$ cat src/rtl/core/fdt_pkg.sv
package fdt_pkg;

   // Time fields on the ports are fixed at 32 bits; TIME_WIDTH only bounds
   // the usable counter width.
   localparam int TIME_WIDTH     = 32;
   localparam int MAX_BITS_RAW   = (TIME_WIDTH < 32) ? TIME_WIDTH : 32;
   localparam int MAX_BITS       = (MAX_BITS_RAW < 16) ? 16 : MAX_BITS_RAW;
   localparam int MIN_BITS       = 16;

   localparam int PERIOD_WIDTH   = 31;
   localparam int BITS_WIDTH     = 6;
   localparam int CSR_DATA_WIDTH = 31;
   localparam int CSR_IDX_WIDTH  = 1;

   localparam logic [PERIOD_WIDTH-1:0] PERIOD_RESET = PERIOD_WIDTH'(1000);
   localparam logic [BITS_WIDTH-1:0]   BITS_RESET   = BITS_WIDTH'(32);

   // Register indexes on the configuration port
   localparam logic [CSR_IDX_WIDTH-1:0] CSR_PERIOD       = 1'b0;
   localparam logic [CSR_IDX_WIDTH-1:0] CSR_COUNTER_BITS = 1'b1;

   // Request kinds
   localparam logic REQ_POLL        = 1'b0;
   localparam logic REQ_RESET_STATS = 1'b1;

   typedef struct packed {
      logic        req_type;
      logic [31:0] now_us;
   } fdt_req_type;

   typedef struct packed {
      logic        fired;
      logic        overran;
      logic [31:0] dt_us;
      logic [31:0] iteration_count;
      logic [31:0] overrun_count;
      logic [31:0] peak_late;
   } fdt_rsp_type;

   typedef struct packed {
      logic        armed;
      logic [31:0] due_time;
      logic [31:0] prev_release;
      logic [31:0] last_dt;
      logic [31:0] iterations;
      logic [31:0] overruns;
      logic [31:0] worst_late;
   } fdt_state_type;

endpackage

$ cat src/rtl/core/fixed_rate_deadline_tracker.sv
// Channel        | Ports                                   | Direction
// ---------------+-----------------------------------------+----------
// request        | req_valid, req_ready, req_payload       | in
// response       | rsp_valid, rsp_ready, rsp_payload       | out
// configuration  | csr_we, csr_index, csr_wdata            | in
//
// One request is taken per cycle while the response side is not stalled;
// it passes through the input register, then the response register, which
// presents its response. The tracker state is
// updated by the step logic as a request moves from the input register into
// the response register, so consecutive requests chain without gaps.
// A stalled response holds both stages; reset is synchronous and active high.
module fixed_rate_deadline_tracker import fdt_pkg::*; (
   input  logic                      clock,
   input  logic                      reset,

   input  logic                      req_valid,
   output logic                      req_ready,
   input  fdt_req_type               req_payload,

   output logic                      rsp_valid,
   input  logic                      rsp_ready,
   output fdt_rsp_type               rsp_payload,

   input  logic                      csr_we,
   input  logic [CSR_IDX_WIDTH-1:0]  csr_index,
   input  logic [CSR_DATA_WIDTH-1:0] csr_wdata
);

   // Configuration registers
   logic [PERIOD_WIDTH-1:0] period_ff;
   logic [BITS_WIDTH-1:0]   bits_ff;

   // Input stage
   logic                    in_valid_ff;
   fdt_req_type             in_req_ff;

   // Tracker state
   fdt_state_type           state_ff;
   fdt_state_type           state_in;

   // Response stage
   logic                    out_valid_ff;
   fdt_rsp_type             out_rsp_ff;
   fdt_rsp_type             out_rsp_in;

   logic                    advance;

   // Move the held request on whenever the response register is free or
   // is being drained this cycle.
   assign advance   = in_valid_ff && (!out_valid_ff || rsp_ready);
   assign req_ready = !in_valid_ff || advance;

   always_ff @(posedge clock) begin
      if (reset) begin
         period_ff <= PERIOD_RESET;
         bits_ff   <= BITS_RESET;
      end else if (csr_we) begin
         case (csr_index)
            CSR_PERIOD:       period_ff <= csr_wdata[PERIOD_WIDTH-1:0];
            CSR_COUNTER_BITS: bits_ff   <= csr_wdata[BITS_WIDTH-1:0];
            default:          ;
         endcase
      end
   end

   // Capture a request; hold it while the response side stalls
   always_ff @(posedge clock) begin
      if (reset) begin
         in_valid_ff <= 1'b0;
      end else if (req_ready) begin
         in_valid_ff <= req_valid;
      end
   end

   always_ff @(posedge clock) begin
      if (req_valid && req_ready) begin
         in_req_ff <= req_payload;
      end
   end

   fdt_step u_step (
      .period_cfg   (period_ff),
      .counter_bits (bits_ff),
      .req          (in_req_ff),
      .state_cur    (state_ff),
      .state_nxt    (state_in),
      .rsp          (out_rsp_in)
   );

   // Commit the new state only when the request actually advances
   always_ff @(posedge clock) begin
      if (reset) begin
         state_ff.armed        <= 1'b0;
         state_ff.due_time     <= 32'd0;
         state_ff.prev_release <= 32'd0;
         state_ff.last_dt      <= 32'(PERIOD_RESET);
         state_ff.iterations   <= 32'd0;
         state_ff.overruns     <= 32'd0;
         state_ff.worst_late   <= 32'd0;
      end else if (advance) begin
         state_ff <= state_in;
      end
   end

   // Response register: drop valid once taken, reload on advance
   always_ff @(posedge clock) begin
      if (reset) begin
         out_valid_ff <= 1'b0;
      end else if (advance) begin
         out_valid_ff <= 1'b1;
      end else if (rsp_ready) begin
         out_valid_ff <= 1'b0;
      end
   end

   always_ff @(posedge clock) begin
      if (advance) begin
         out_rsp_ff <= out_rsp_in;
      end
   end

   assign rsp_valid   = out_valid_ff;
   assign rsp_payload = out_rsp_ff;

endmodule

$ cat src/rtl/core/fdt_step.sv
module fdt_step import fdt_pkg::*; (
   input  logic [PERIOD_WIDTH-1:0] period_cfg,
   input  logic [BITS_WIDTH-1:0]   counter_bits,
   input  fdt_req_type             req,
   input  fdt_state_type           state_cur,
   output fdt_state_type           state_nxt,
   output fdt_rsp_type             rsp
);

   logic [BITS_WIDTH-1:0] eff_bits;
   logic [32:0]           one_shifted;
   logic [31:0]           mask;
   logic [31:0]           half;
   logic [31:0]           period;
   logic [31:0]           now;
   logic [31:0]           late;
   logic                  fired;
   logic                  overran;

   // Clamp the counter width and build the time mask
   always_comb begin
      if (counter_bits < BITS_WIDTH'(MIN_BITS)) begin
         eff_bits = BITS_WIDTH'(MIN_BITS);
      end else if (counter_bits > BITS_WIDTH'(MAX_BITS)) begin
         eff_bits = BITS_WIDTH'(MAX_BITS);
      end else begin
         eff_bits = counter_bits;
      end
      one_shifted = 33'd1 << eff_bits;
      mask        = 32'(one_shifted - 33'd1);
      half        = mask >> 1;
   end

   // Effective period: at least one, at most half the range
   always_comb begin
      period = {1'b0, period_cfg};
      if (period == 32'd0) begin
         period = 32'd1;
      end
      if (period > half) begin
         period = half;
      end
   end

   assign now  = req.now_us & mask;
   assign late = (now - state_cur.due_time) & mask;

   always_comb begin
      state_nxt = state_cur;
      fired     = 1'b0;
      overran   = 1'b0;
      if (req.req_type == REQ_RESET_STATS) begin
         state_nxt.iterations = 32'd0;
         state_nxt.overruns   = 32'd0;
         state_nxt.worst_late = 32'd0;
      end else if (!state_cur.armed) begin
         fired                  = 1'b1;
         state_nxt.armed        = 1'b1;
         state_nxt.prev_release = now;
         state_nxt.due_time     = (now + period) & mask;
         state_nxt.last_dt      = period;
         state_nxt.iterations   = 32'd1;
      end else if (late <= half) begin
         fired                  = 1'b1;
         state_nxt.last_dt      = (now - state_cur.prev_release) & mask;
         state_nxt.prev_release = now;
         state_nxt.iterations   = state_cur.iterations + 32'd1;
         if (late > state_cur.worst_late) begin
            state_nxt.worst_late = late;
         end
         if (late >= period) begin
            overran            = 1'b1;
            state_nxt.overruns = state_cur.overruns + 32'd1;
            state_nxt.due_time = (now + period) & mask;
         end else begin
            state_nxt.due_time = (state_cur.due_time + period) & mask;
         end
      end
   end

   always_comb begin
      rsp.fired           = fired;
      rsp.overran         = overran;
      rsp.dt_us           = state_nxt.last_dt;
      rsp.iteration_count = state_nxt.iterations;
      rsp.overrun_count   = state_nxt.overruns;
      rsp.peak_late       = state_nxt.worst_late;
   end

endmodule

$ cat config.mk
export PLATFORM = sky130hd
export DESIGN_NAME = fixed_rate_deadline_tracker
export DESIGN_NICKNAME = d
export VERILOG_FILES = /design/src/rtl/core/fdt_pkg.sv /design/src/rtl/core/fixed_rate_deadline_tracker.sv /design/src/rtl/core/fdt_step.sv
export SDC_FILE = /design/constraint.sdc
export NUM_CORES = 1
export LEC_CHECK = 0
export BUFFER_PORTS_ARGS = -buffer_cell sky130_fd_sc_hd__buf_2
export CAP_MARGIN = 20
export CORE_ASPECT_RATIO = 0.75
export CORE_MARGIN = 2
export CORE_UTILIZATION = 40
export CTS_CLUSTER_DIAMETER = 40
export CTS_CLUSTER_SIZE = 10
export DETAILED_ROUTE_END_ITERATION = 16
export PLACE_DENSITY = 0.62
export SYNTH_ARGS = -nofsm -noshare
export SYNTH_HDL_FRONTEND = slang
export SYNTH_SLANG_ARGS = --single-unit
$ cat constraint.sdc
create_clock -name clock -period 18.3 [get_ports clock]
set_clock_uncertainty 0.2 [all_clocks]
set_input_delay 0 -clock clock [delete_from_list [all_inputs] [get_ports clock]]
set_output_delay 0 -clock clock [all_outputs]
set_load 0.05 [all_outputs]
==> results.yml <==
floorplanning:
  coreArea_um2: 66800
  die_h_um: 229
  ioPinCount: 202
  rows: 82
  die_w_um: 304
  die-area_um2: 69600
  initial_core_util_pct: 40.4
timing:
  maxSlewViolCount: 0
  tightest_slew_ps: 1160
  setup_viol: 0
  slew_headroom_pct: 22.0
  period_share_pct: 49.6
  layout_setup_ws_ps: 9220
  rsz0062_at_grt: "false"
  max_freq_ghz: 0.110
  hold_violations: 0
  min_period_ps: 9080
  setup_tns_ps: 0
clock_network:
  clockBufferDepth: 3
  cts_sinks: 395
  root_buffer: "clkbuf_16"
  clkTransAtPathRegs_ps: 50
  htreeDepth: 3
  cts_tree: "yes"
  cts_resized: 0
  clock_latency_ps: 630
  numCtsBuffers: 70
  cts_setup_buffers: 0
layout:
  ff_latch_area_um2: 9540
  area_growth_pct: 22.1
  drive_above_1_share_pct: 11.9
  fill_cells: 6368
  nets: 3766
  diodes: 0
  multi_input_area_um2: 16000
placement:
  place_congestion: 0.994
  pre_cts_slack_ps: 9380
  dp_hpwl_um: 66500
  port_buffers: 201
route:
  top_layer: "met4"
  wire_per_inst_um: 21.0
  wl_met2_um: 38300
  ant_nets: 0
  totalWireLength_um: 92100
  dr.pass1.iters: 5
  drtIter0Drc: 2663
  viasPerCell: 5.75
  wl_met3_um: 7880
  m1WireLength_um: 43700
  vias: 25200
  drc: 0
synthesis:
  synth.area.top_cells: "edfxtp_1, dfxtp_1, ha_1"
  synthesis.area_um2: 27000
  yosysWarnings: 0
  yosys.area.top_type: "edfxtp_1"
  syn_area_per_cell_um2: 8.62
  ys_seq_elements: 395
  seq_area_frac_synth_pct: 35.3
  synth_top_area_share_pct: 18.1
  yosysUniqueCellTypes: 96
  synth_edf_count: 163
  synth-main-ff-cell: "dfxtp_1"
  synth_cells: 3133
  async_flop_share_pct: 0
power:
  leakagePower_nw: 13.3
  ir_drop_mv: 0.0755
  power_density_nw_per_um2: 91.9
global_route:
  grt_pass1_vias: 23200
  grt_overflow: 0
  antenna_found_initial: 1
  grt_usage_pct: 25.7
  grt_pass1_wl_um: 140000
  grt_max_degree: 82
min_path:
  hp-start: "csr_wdata[2]"
  holdCritPathClass: "in -> reg"
  whs_path_depth: 4
  min_to: "period_ff[2]"
critical_path:
  criticalPathCategory: "reg -> reg"
  required_ps: 18620
  r2r_start: "bits_ff[5]"
  worst_path_max_delay_cell: "dfxtp_1"
  cp_top_family: "compound AO/OA/AOI/OAI gates"
  cp-start-kind: "flop"
  cp.arrival_ps: 9400
  cpPeakStageDelay_ps: 860
  crit_fanout: 36
  crit_buf_inv: 4
  r2r_slack_ps: 9220
  r2r-end: "state_ff[186]"
  endpoint_kind: "flop"
  reg2regPathDepth: 25
run:
  cap_violations: 0
status:
  status: "complete, no violations"
==> cells in the final DEF (no fill, tap or decap), types with 37 or more instances in the layout <==
cell type and count:
a21o_1 80, a21oi_1 270, and3_1 37, buf_2 200
buf_4 42, clkbuf_16 72, dfxtp_1 231, dlygate4sd3_1 171
edfxtp_1 163, ha_1 249, inv_1 199, mux2i_1 55
nand2_1 280, nand3_1 106, nand4_1 63, nor2_1 232
nor3_1 39, o21ai_0 133, or3_1 46, xnor2_1 90
xor2_1 84
==> sequential cells by signal, indices dropped and copies added, names as in the netlist <==
name,count
state_ff,193
rsp_payload,130
in_req_ff,33
period_ff,31
bits_ff,6
in_valid_ff,1
rsp_valid,1
==> where the power goes <==
part | internal, mW | switching, mW
logic | 0.249 | 0.468
clock network | 0.846 | 0.492
registers | 0.950 | 0.0245
total | 2.05 | 0.984
==> layout make-up <==
| class | instances | share of cell area (%) |
|---|---|---|
| clock inverter | 41 | 1.51 |
| timing repair buffer | 418 | 9.47 |
| sequential | 395 | 28.9 |
| inverter | 202 | 2.32 |
| tap | 882 | 3.35 |
| multi-input combinational | 2356 | 48.7 |
| clock buffer | 88 | 5.77 |
==> tightest hold or removal path: cells and delay by family <==
family / cells / cell delay [ps]
buffers and inverters: 2 / 670
AO/OA/AOI/OAI: 1 / 60
AND/OR/NAND/NOR: 1 / 60
==> per-layer routing <==
| layer | up-vias | global-route usage [%] |
|---|---|---|
| li1 | 12100 | - |
| met1 | 11900 | 38.2 |
| met2 | 1057 | 37.5 |
| met3 | 150 | 5.29 |
| met4 | 0 | 7.20 |
| met5 | - | 0 |
==> what timing repair did <==
action / 4_1_cts / 5_1_grt
endpoints found under the hold margin: 122 / 0
hold buffers: 171 / 0
setup endpoints to repair: 0 / 0
==> logic make-up after synthesis <==
logic type                 after synthesis  synth area share, %
buffers and inverters                  396                 5.71
xor gates and xnor gates               174                 5.64
AOI/OAI and AO/OA                      899                 22.2
muxes                                   59                 2.21
other                                    2               0.0278
adders and majority gates              253                 11.8
DFF                                    395                 35.3
and+or+nand+nor                        955                 17.0
==> per-stage QoR <==
stage / std cells / hold slack (ps) / power [mW] / util (%) / instance area (um^2)
5_1_grt: 4382 / 25.8 / 3.15 / 49.4 / 33000
6_report: 4382 / 25.8 / 3.03 / 49.4 / 33000
3_3_place_gp: 4077 / -23.7 / 1.65 / 43.1 / 28800
4_1_cts: 4378 / 2.53 / 3.02 / 49.3 / 32900
3_5_place_dp: 4078 / -21.9 / 1.65 / 43.1 / 28800
2_1_floorplan: 3147 / -101 / 1.46 / - / 27100
==> how the worst max path moves through the flow <==
| stage | end | from | slack [ps] | cells after the start |
|---|---|---|---|---|
| 2_1_floorplan | state_ff[184] | bits_ff[3] | 11680 | 28 |
| 3_3_place_gp | state_ff[48] | bits_ff[5] | 9500 | 24 |
| 3_5_place_dp | state_ff[44] | bits_ff[5] | 9380 | 24 |
| 4_1_cts | state_ff[44] | bits_ff[5] | 9350 | 24 |
| 5_1_grt | state_ff[180] | bits_ff[5] | 8810 | 25 |
| 6_report | state_ff[186] | bits_ff[5] | 9220 | 25 |
==> cells in the mapped netlist, drive strengths merged (56+ instances only) <==
cell type / n
ha: 249
dfxtp: 232
nand3: 110
nand2: 281
clkbuf: 155
xor2: 84
a21o: 80
inv: 201
a21oi: 274
nand4: 63
nor2: 235
edfxtp: 163
xnor2: 90
mux2i: 56
o21ai: 164
Power figures use the tool's default switching activity.
